$ cat src/design/grcm_pkg.sv
// package for the gradient color ramp map: item types, register codes, helpers
// no dependencies
package grcm_pkg;

    localparam int MAX_STOPS_DEF  = 8;
    localparam int FRAC_BITS_DEF  = 8;
    localparam int NUM_STOP_WORDS = 8;
    localparam int CFG_IDX_W      = 3;

    localparam logic [3:0]  STOP_COUNT_RST = 4'd2;
    localparam logic [63:0] STOPS_01_RST   = 64'hFFFF_FFFF_0000_0000;

    typedef enum logic [CFG_IDX_W-1:0] {
        CFG_STOP_COUNT = 3'd0,
        CFG_STOPS_01   = 3'd1,
        CFG_STOPS_23   = 3'd2,
        CFG_STOPS_45   = 3'd3,
        CFG_STOPS_67   = 3'd4
    } t_cfg_idx;

    typedef struct packed {
        logic [7:0] red_in;
        logic [7:0] green_in;
        logic [7:0] blue_in;
    } t_pix_in;

    typedef struct packed {
        logic [7:0] red_out;
        logic [7:0] green_out;
        logic [7:0] blue_out;
        logic       no_segment;
    } t_pix_out;

    // colors of the chosen segment ends and the flags that ride with them
    typedef struct packed {
        logic [23:0] lo_rgb;
        logic [23:0] hi_rgb;
        logic        nseg;
        logic        neg;
    } t_seg_ctx;

    typedef logic [NUM_STOP_WORDS-1:0][31:0] t_stop_words;

    function automatic logic [9:0] times3(input logic [7:0] p);
        return {1'b0, p, 1'b0} + 10'(p);
    endfunction

endpackage

$ cat src/design/grcm_seg.sv
// segment search stage: brightness sum, first matching stop, numerator and span
// depends on grcm_pkg
module grcm_seg import grcm_pkg::*; #(
    parameter int MAX_STOPS = MAX_STOPS_DEF
) (
    input  logic        i_clk,
    input  logic        i_rst_n,
    input  logic        i_en,
    input  logic        i_valid,
    input  t_pix_in     i_item,
    input  logic [3:0]  i_stop_count,
    input  t_stop_words i_stops,
    output logic        o_valid,
    output t_seg_ctx    o_ctx,
    output logic [9:0]  o_mag,
    output logic [9:0]  o_den
);

    localparam int SW = $clog2(MAX_STOPS);
    localparam logic [3:0] MaxN = 4'(MAX_STOPS);

    logic [9:0]         sum;
    logic [3:0]         cnt;
    logic               found;
    logic [SW-1:0]      sel;
    logic [SW-1:0]      sel_m1;
    logic [31:0]        w_lo;
    logic [31:0]        w_hi;
    logic signed [10:0] num;
    t_seg_ctx           n_ctx;
    logic [9:0]         n_mag;
    logic [9:0]         n_den;

    logic               r_valid;
    t_seg_ctx           r_ctx;
    logic [9:0]         r_mag;
    logic [9:0]         r_den;

    always_comb begin
        sum = 10'(i_item.red_in) + 10'(i_item.green_in) + 10'(i_item.blue_in);
        cnt = (i_stop_count > MaxN) ? MaxN : i_stop_count;
        found = 1'b0;
        sel = '0;
        for (int i = 1; i < MAX_STOPS; i++) begin
            if (!found && 4'(i) < cnt && sum <= times3(i_stops[i][31:24])) begin
                found = 1'b1;
                sel = SW'(i);
            end
        end
        sel_m1 = sel - 1'b1;
        w_lo = i_stops[3'(sel_m1)];
        w_hi = i_stops[3'(sel)];
        n_ctx.nseg = !found;
        n_ctx.hi_rgb = w_hi[23:0];
        if (w_hi[31:24] <= w_lo[31:24]) begin
            // flat or descending segment takes the upper color
            n_ctx.lo_rgb = w_hi[23:0];
            num = '0;
            n_den = 10'd1;
        end else begin
            n_ctx.lo_rgb = w_lo[23:0];
            num = $signed({1'b0, sum}) - $signed({1'b0, times3(w_lo[31:24])});
            n_den = times3(w_hi[31:24] - w_lo[31:24]);
        end
        n_ctx.neg = num[10];
        n_mag = num[10] ? 10'(-num) : num[9:0];
    end

    always_ff @(posedge i_clk) begin
        if (!i_rst_n) begin
            r_valid <= 1'b0;
        end else if (i_en) begin
            r_valid <= i_valid;
        end
    end

    always_ff @(posedge i_clk) begin
        if (i_en) begin
            r_ctx <= n_ctx;
            r_mag <= n_mag;
            r_den <= n_den;
        end
    end

    assign o_valid = r_valid;
    assign o_ctx   = r_ctx;
    assign o_mag   = r_mag;
    assign o_den   = r_den;

endmodule

$ cat src/design/grcm_div.sv
// pipelined restoring divider, one quotient bit per stage
// depends on grcm_pkg
module grcm_div import grcm_pkg::*; #(
    parameter int FRACTION_BITS = FRAC_BITS_DEF
) (
    input  logic                    i_clk,
    input  logic                    i_rst_n,
    input  logic                    i_en,
    input  logic                    i_valid,
    input  t_seg_ctx                i_ctx,
    input  logic [9:0]              i_mag,
    input  logic [9:0]              i_den,
    output logic                    o_valid,
    output t_seg_ctx                o_ctx,
    output logic [FRACTION_BITS+9:0] o_q
);

    localparam int QW = FRACTION_BITS + 10;

    logic [QW:0]     c_v;
    t_seg_ctx        c_ctx [QW+1];
    logic [9:0]      c_rem [QW+1];
    logic [9:0]      c_den [QW+1];
    logic [QW-1:0]   c_n   [QW+1];
    logic [QW-1:0]   c_q   [QW+1];

    logic [10:0]     trial [QW];
    logic [QW-1:0]   ge;
    logic [9:0]      n_rem [QW];
    logic [QW-1:0]   n_n   [QW];
    logic [QW-1:0]   n_q   [QW];

    logic [QW-1:0]   r_v;
    t_seg_ctx        r_ctx [QW];
    logic [9:0]      r_rem [QW];
    logic [9:0]      r_den [QW];
    logic [QW-1:0]   r_n   [QW];
    logic [QW-1:0]   r_q   [QW];

    always_comb begin
        c_v[0]   = i_valid;
        c_ctx[0] = i_ctx;
        c_rem[0] = '0;
        c_den[0] = i_den;
        c_n[0]   = {i_mag, {FRACTION_BITS{1'b0}}};
        c_q[0]   = '0;
        for (int k = 1; k <= QW; k++) begin
            c_v[k]   = r_v[k-1];
            c_ctx[k] = r_ctx[k-1];
            c_rem[k] = r_rem[k-1];
            c_den[k] = r_den[k-1];
            c_n[k]   = r_n[k-1];
            c_q[k]   = r_q[k-1];
        end
        for (int k = 0; k < QW; k++) begin
            trial[k] = {c_rem[k], c_n[k][QW-1]};
            ge[k]    = trial[k] >= {1'b0, c_den[k]};
            n_rem[k] = ge[k] ? 10'(trial[k] - {1'b0, c_den[k]}) : trial[k][9:0];
            n_n[k]   = c_n[k] << 1;
            n_q[k]   = {c_q[k][QW-2:0], ge[k]};
        end
    end

    always_ff @(posedge i_clk) begin
        if (!i_rst_n) begin
            r_v <= '0;
        end else if (i_en) begin
            r_v <= c_v[QW-1:0];
        end
    end

    always_ff @(posedge i_clk) begin
        if (i_en) begin
            for (int k = 0; k < QW; k++) begin
                r_ctx[k] <= c_ctx[k];
                r_rem[k] <= n_rem[k];
                r_den[k] <= c_den[k];
                r_n[k]   <= n_n[k];
                r_q[k]   <= n_q[k];
            end
        end
    end

    assign o_valid = c_v[QW];
    assign o_ctx   = c_ctx[QW];
    assign o_q     = c_q[QW];

endmodule

$ cat src/design/grcm_lerp.sv
// interpolation: signed portion, per-channel multiply, round toward zero, clamp
// depends on grcm_pkg
module grcm_lerp import grcm_pkg::*; #(
    parameter int FRACTION_BITS = FRAC_BITS_DEF
) (
    input  logic                     i_clk,
    input  logic                     i_rst_n,
    input  logic                     i_en,
    input  logic                     i_valid,
    input  t_seg_ctx                 i_ctx,
    input  logic [FRACTION_BITS+9:0] i_q,
    output logic                     o_valid,
    output t_pix_out                 o_item
);

    localparam int PW = FRACTION_BITS + 11;
    localparam int MW = PW + 9;
    localparam int SW = PW + 10;
    localparam logic signed [SW-1:0] RoundAdj = SW'((1 << FRACTION_BITS) - 1);

    logic                 r1_v;
    t_seg_ctx             r1_ctx;
    logic signed [PW-1:0] r1_port;
    logic signed [PW-1:0] n1_port;

    logic                 r2_v;
    logic                 r2_nseg;
    logic [7:0]           r2_a    [3];
    logic signed [MW-1:0] r2_prod [3];
    logic [7:0]           n2_a    [3];
    logic [7:0]           n2_b    [3];
    logic signed [8:0]    diff    [3];
    logic signed [MW-1:0] n2_prod [3];

    logic signed [SW-1:0] s       [3];
    logic signed [SW-1:0] t       [3];
    logic [7:0]           clamped [3];
    t_pix_out             n_out;

    logic                 r_out_v;
    t_pix_out             r_out;

    assign n1_port = i_ctx.neg ? -$signed({1'b0, i_q}) : $signed({1'b0, i_q});

    always_comb begin
        for (int c = 0; c < 3; c++) begin
            n2_a[c]    = r1_ctx.lo_rgb[23-8*c -: 8];
            n2_b[c]    = r1_ctx.hi_rgb[23-8*c -: 8];
            diff[c]    = $signed({1'b0, n2_b[c]}) - $signed({1'b0, n2_a[c]});
            n2_prod[c] = MW'(diff[c]) * MW'(r1_port);
        end
    end

    always_comb begin
        for (int c = 0; c < 3; c++) begin
            s[c] = $signed(SW'({r2_a[c], {FRACTION_BITS{1'b0}}})) + SW'(r2_prod[c]);
            // truncate toward zero on the final scale-down
            if (s[c] < 0) begin
                s[c] = s[c] + RoundAdj;
            end
            t[c] = s[c] >>> FRACTION_BITS;
            if (t[c] < 0) begin
                clamped[c] = 8'd0;
            end else if (t[c] > SW'(255)) begin
                clamped[c] = 8'd255;
            end else begin
                clamped[c] = t[c][7:0];
            end
        end
        n_out.no_segment = r2_nseg;
        n_out.red_out    = r2_nseg ? 8'd0 : clamped[0];
        n_out.green_out  = r2_nseg ? 8'd0 : clamped[1];
        n_out.blue_out   = r2_nseg ? 8'd0 : clamped[2];
    end

    always_ff @(posedge i_clk) begin
        if (!i_rst_n) begin
            r1_v    <= 1'b0;
            r2_v    <= 1'b0;
            r_out_v <= 1'b0;
        end else if (i_en) begin
            r1_v    <= i_valid;
            r2_v    <= r1_v;
            r_out_v <= r2_v;
        end
    end

    always_ff @(posedge i_clk) begin
        if (i_en) begin
            r1_ctx  <= i_ctx;
            r1_port <= n1_port;
            r2_nseg <= r1_ctx.nseg;
            for (int c = 0; c < 3; c++) begin
                r2_a[c]    <= n2_a[c];
                r2_prod[c] <= n2_prod[c];
            end
            r_out <= n_out;
        end
    end

    assign o_valid = r_out_v;
    assign o_item  = r_out;

endmodule

$ cat src/design/gradient_color_ramp_map.sv
// top level of the gradient color ramp map: config registers and pipeline
// depends on grcm_pkg, grcm_seg, grcm_div, grcm_lerp
//
//  channel  direction  handshake                  payload
//  in       to block   i_in_valid / o_in_stall    i_in_item  (t_pix_in)
//  out      from block o_out_valid / i_out_stall  o_out_item (t_pix_out)
//  cfg      to block   i_cfg_valid / o_cfg_ready  i_cfg_index, i_cfg_data
//
// one item enters per cycle while the output is not stalled; the pipeline has
// one search stage, FRACTION_BITS + 10 divider stages and three interpolation stages
// the divider's one-bit-per-stage chain sets the depth
// reset clears all valid bits and loads the register reset values
// a stalled, valid output freezes the whole pipeline, bubbles included
module gradient_color_ramp_map import grcm_pkg::*; #(
    parameter int MAX_STOPS     = MAX_STOPS_DEF,
    parameter int FRACTION_BITS = FRAC_BITS_DEF
) (
    input  logic                 i_clk,
    input  logic                 i_rst_n,
    input  logic                 i_in_valid,
    output logic                 o_in_stall,
    input  t_pix_in              i_in_item,
    output logic                 o_out_valid,
    input  logic                 i_out_stall,
    output t_pix_out             o_out_item,
    input  logic                 i_cfg_valid,
    output logic                 o_cfg_ready,
    input  logic [CFG_IDX_W-1:0] i_cfg_index,
    input  logic [63:0]          i_cfg_data
);

    logic        en;
    logic [3:0]  r_stop_count;
    logic [63:0] r_stops [4];
    t_stop_words stop_words;

    logic        seg_v;
    t_seg_ctx    seg_ctx;
    logic [9:0]  seg_mag;
    logic [9:0]  seg_den;

    logic                     div_v;
    t_seg_ctx                 div_ctx;
    logic [FRACTION_BITS+9:0] div_q;

    assign en          = !o_out_valid || !i_out_stall;
    assign o_in_stall  = !en;
    assign o_cfg_ready = 1'b1;

    always_ff @(posedge i_clk) begin
        if (!i_rst_n) begin
            r_stop_count <= STOP_COUNT_RST;
            r_stops[0]   <= STOPS_01_RST;
            r_stops[1]   <= '0;
            r_stops[2]   <= '0;
            r_stops[3]   <= '0;
        end else if (i_cfg_valid) begin
            unique case (i_cfg_index)
                CFG_STOP_COUNT: r_stop_count <= i_cfg_data[3:0];
                CFG_STOPS_01:   r_stops[0]   <= i_cfg_data;
                CFG_STOPS_23:   r_stops[1]   <= i_cfg_data;
                CFG_STOPS_45:   r_stops[2]   <= i_cfg_data;
                CFG_STOPS_67:   r_stops[3]   <= i_cfg_data;
                default: ;
            endcase
        end
    end

    always_comb begin
        for (int k = 0; k < 4; k++) begin
            stop_words[2*k]   = r_stops[k][31:0];
            stop_words[2*k+1] = r_stops[k][63:32];
        end
    end

    grcm_seg #(.MAX_STOPS(MAX_STOPS)) u_seg (
        .i_clk        (i_clk),
        .i_rst_n      (i_rst_n),
        .i_en         (en),
        .i_valid      (i_in_valid),
        .i_item       (i_in_item),
        .i_stop_count (r_stop_count),
        .i_stops      (stop_words),
        .o_valid      (seg_v),
        .o_ctx        (seg_ctx),
        .o_mag        (seg_mag),
        .o_den        (seg_den)
    );

    grcm_div #(.FRACTION_BITS(FRACTION_BITS)) u_div (
        .i_clk   (i_clk),
        .i_rst_n (i_rst_n),
        .i_en    (en),
        .i_valid (seg_v),
        .i_ctx   (seg_ctx),
        .i_mag   (seg_mag),
        .i_den   (seg_den),
        .o_valid (div_v),
        .o_ctx   (div_ctx),
        .o_q     (div_q)
    );

    grcm_lerp #(.FRACTION_BITS(FRACTION_BITS)) u_lerp (
        .i_clk   (i_clk),
        .i_rst_n (i_rst_n),
        .i_en    (en),
        .i_valid (div_v),
        .i_ctx   (div_ctx),
        .i_q     (div_q),
        .o_valid (o_out_valid),
        .o_item  (o_out_item)
    );

endmodule

$ cat config.mk
export PLATFORM = sky130hd
export DESIGN_NAME = gradient_color_ramp_map
export DESIGN_NICKNAME = d
export VERILOG_FILES = /design/src/design/grcm_pkg.sv /design/src/design/grcm_seg.sv /design/src/design/grcm_div.sv /design/src/design/grcm_lerp.sv /design/src/design/gradient_color_ramp_map.sv
export SDC_FILE = /design/constraint.sdc
export NUM_CORES = 2
export LEC_CHECK = 0
export ABC_AREA = 1
export BUFFER_PORTS_ARGS = -buffer_cell sky130_fd_sc_hd__buf_2
export CAP_MARGIN = 20
export CORE_ASPECT_RATIO = 0.8
export CORE_MARGIN = 2
export CORE_UTILIZATION = 50
export DETAILED_ROUTE_END_ITERATION = 6
export PLACE_DENSITY = 0.68
export SETUP_SLACK_MARGIN = 0.3
export SLEW_MARGIN = 20
export SYNTH_ARGS = -nofsm -noshare
export SYNTH_HDL_FRONTEND = slang
export SYNTH_SLANG_ARGS = --single-unit
export TNS_END_PERCENT = 5
$ cat constraint.sdc
create_clock -name i_clk -period 48.9 [get_ports i_clk]
set_input_delay 2.445 -clock i_clk [delete_from_list [all_inputs] [get_ports i_clk]]
set_output_delay 2.445 -clock i_clk [all_outputs]
set_load 0.05 [all_outputs]
==> flow_metrics.py <==
metrics = {
    "run_status": {
        "outcome": "completed",
    },
    "die": {
        "die_x_um": 514,
        "std_cell_rows": 149,
        "coreArea_sq_um": 206000,
        "dieArea_sq_um": 212000,
        "start_util": 0.504,
        "pin_count": 124,
        "dieHeight_um": 412,
    },
    "min_path": {
        "whs_endpoint": "u_div.r_ctx[17][42]",
        "min-delay-start": "u_div.r_ctx[16][42]",
        "hold_class": "register to register",
        "hold_path_depth": 0,
    },
    "worst_setup_path": {
        "crit_top_cell": "inv_1",
        "setup.worst_path.start_class": "input pin",
        "crit_required_ps": 49440,
        "reg2regPathDepth": 38,
        "cp_max_fo": 184,
        "r2r_end": "u_seg.o_mag[8]",
        "r2r_slack_ps": 37720,
        "path_class": "input pin to register",
        "crit_path_top_delay_cell": "inv_2",
        "slowest_delay_ps": 900,
        "end_kind": "register",
        "r2r_start": "r_stops[3][26]",
        "worstPathArrival_ps": 14470,
    },
    "global_route": {
        "grt_pass1_vias": 64613,
        "grt_pass1_wl_um": 345000,
        "grt_overflow": 0,
        "grt_max_degree": 191,
        "antenna_found_initial": 4,
        "grtUsageTotal": 0.204,
    },
    "cells_and_area": {
        "fin_area_sq_um": 114000,
        "drive_above_1_share": 0.0580,
        "syn2layout_area_growth_pct": 9.82,
        "final_cell_count_no_fill": 12163,
        "layout_common_cells": "edfxtp_1, nand2_1, inv_1",
        "layout.nets": 10412,
        "final_common_cell": "edfxtp_1",
        "diodes": 0,
    },
    "clock_tree": {
        "cts_tree": "built",
        "cts_hold_buf": 0,
        "cts.path.max_buffers": 3,
        "cts.sinks": 2010,
        "cts_made_buffers": 188,
        "post_cts_buffers": 0,
        "cts_resized": 0,
        "cts_root_buf": "clkbuf_16",
        "path_clk_slew_ps": 60,
        "insertion_delay_ps": 840,
        "htreeDepth": 4,
    },
    "synthesis": {
        "syn-cell-area_sq_um": 104000,
        "syn_area_per_cell_sq_um": 11.4,
        "synthesis.nets": 10282,
        "synth-seq-area-share": 0.578,
        "synth-seq-cells": 2010,
        "ys_types": 52,
        "ys_warn_count": 0,
        "syn_inst": 9158,
    },
    "place": {
        "dpl.cell_count": 11816,
        "portBuffers": 122,
        "dpl_cell_area_sq_um": 108000,
        "place_hpwl_um": 146000,
        "gp_congestion": 0.909,
    },
    "route": {
        "dr.pass1.iters": 6,
        "vias_per_cell": 5.30,
        "drc_errors": 0,
        "wirelength_um": 213000,
        "route.antenna.remaining_nets": 0,
        "wl_per_cell_um": 17.6,
        "num_vias": 64404,
        "drt_first_iter_violations": 5068,
    },
    "timing": {
        "post-route-period-util": 0.285,
        "maxSlewViolCount": 0,
        "final_hold_viol_count": 0,
        "clock-skew-final_ps": 80.3,
        "fin_crit_ps": 13930,
        "rsz0062_at_grt": "no",
        "setup_tns_ps": 0,
        "setup_violations": 0,
        "relSlewSlack": 0.258,
        "tightest_slew_ps": 1110,
        "fmax_ghz": 0.0718,
    },
    "run": {
        "drv_cap": 0,
    },
}
worst max-delay path by stage:
stage | from | endpoint | slack (ps)
final | i_in_item[8] | u_seg.o_mag[8] | 34970
after global routing | i_in_item[16] | u_seg.o_mag[8] | 34090
after CTS | i_in_item[8] | u_seg.o_mag[8] | 35280
after detailed placement | i_in_item[8] | u_seg.o_mag[8] | 34420
after global placement | i_in_item[8] | u_seg.o_mag[8] | 34660
after floorplan | i_out_stall | u_div.r_ctx[0][0] | 23250
state kept, by name (all words and copies together) (netlist names), 19 cells and up:
name	cells
r_stops	256
u_div.r_ctx	900
u_div.r_den	170
u_div.r_n	45
u_div.r_q	171
u_div.r_rem	170
u_lerp.n2_a	24
u_lerp.n2_b	24
u_lerp.o_item	25
u_lerp.r1_port	19
u_lerp.r2_a	24
u_lerp.r2_prod	84
u_seg.o_ctx	50
Yosys cell counts, drive strengths merged:
| library cell | number | area [sq um] |
|---|---|---|
| a31o | 1 | 8.76 |
| nand3 | 781 | 3920 |
| xor2 | 224 | 1970 |
| nand4 | 70 | 444 |
| inv | 1285 | 4820 |
| o221ai | 3 | 26.3 |
| a311oi | 5 | 43.8 |
| edfxtp | 1984 | 59600 |
| a21oi | 451 | 2260 |
| o21ai | 261 | 1310 |
| nand2 | 1549 | 5820 |
| nor3 | 52 | 260 |
| o21a | 10 | 75.1 |
| nor3b | 3 | 22.5 |
| conb | 1 | 3.75 |
| clkbuf | 176 | 661 |
| fa | 460 | 9210 |
| nand3b | 17 | 128 |
| a221oi | 1 | 8.76 |
| o31a | 2 | 17.5 |
| o31ai | 3 | 36.3 |
| a21boi | 3 | 26.3 |
| a211oi | 6 | 45.0 |
| dfxtp | 26 | 521 |
| clkinv | 14 | 52.6 |
| and2 | 33 | 206 |
| o311ai | 3 | 26.3 |
| o211ai | 27 | 203 |
| o2111ai | 1 | 8.76 |
| o21bai | 49 | 368 |
| a2111oi | 1 | 8.76 |
| xnor2 | 98 | 858 |
| a31oi | 9 | 62.6 |
| buf | 80 | 362 |
| a21o | 10 | 75.1 |
| nor2 | 866 | 3270 |
| nor4 | 11 | 68.8 |
| or2 | 14 | 87.6 |
| ha | 568 | 7110 |
routing by layer:
metal / GRT usage / vias to the layer above / routed length, um
li1: - / 31031 / -
met1: 0.286 / 30902 / 94400
met2: 0.326 / 2052 / 98300
met3: 0.0359 / 415 / 14500
met4: 0.0639 / 4 / 6170
met5: 0.00269 / - / 97
stage by stage:
step | util | setup slack, ps | hold WS, ps
finish | 0.553 | 34970 | 359
global route | 0.553 | 34090 | 356
CTS | 0.553 | 35280 | 348
detailed placement | 0.522 | 34420 | 405
global placement | 0.522 | 34660 | 400
floorplan | - | 23250 | 400
critical path, delay by kind of cell:
family | cells | cell delay, ps
buf+inv | 11 | 3410
compound gates | 13 | 3040
fa+ha+maj | 6 | 2500
simple gates | 9 | 2480
xor+xnor | 2 | 240
kinds of logic after synthesis:
| kind of cell | after synthesis | synth area share |
|---|---|---|
| flip-flops | 2010 | 0.578 |
| AO/OA/AOI/OAI | 846 | 0.0443 |
| AND/OR/NAND/NOR | 3396 | 0.137 |
| other | 1 | 0.0000361 |
| buffers and inverters | 1555 | 0.0567 |
| adder cells (fa/ha/maj) | 1028 | 0.157 |
| XOR/XNOR | 322 | 0.0272 |
area by class of cell:
cell class / count / area, sq um
clock buffers: 215 / 4830
clock inverters: 132 / 1660
fillers: 16895 / 92200
inverters: 1299 / 4880
multi-input cells: 5593 / 38100
flip-flops and latches: 2010 / 60100
well taps: 2718 / 3400
repair buffers: 196 / 1210
Power is left out: the tool's default activity adds up to more than one toggle a clock period on the data nets, which glitch-free logic cannot reach.
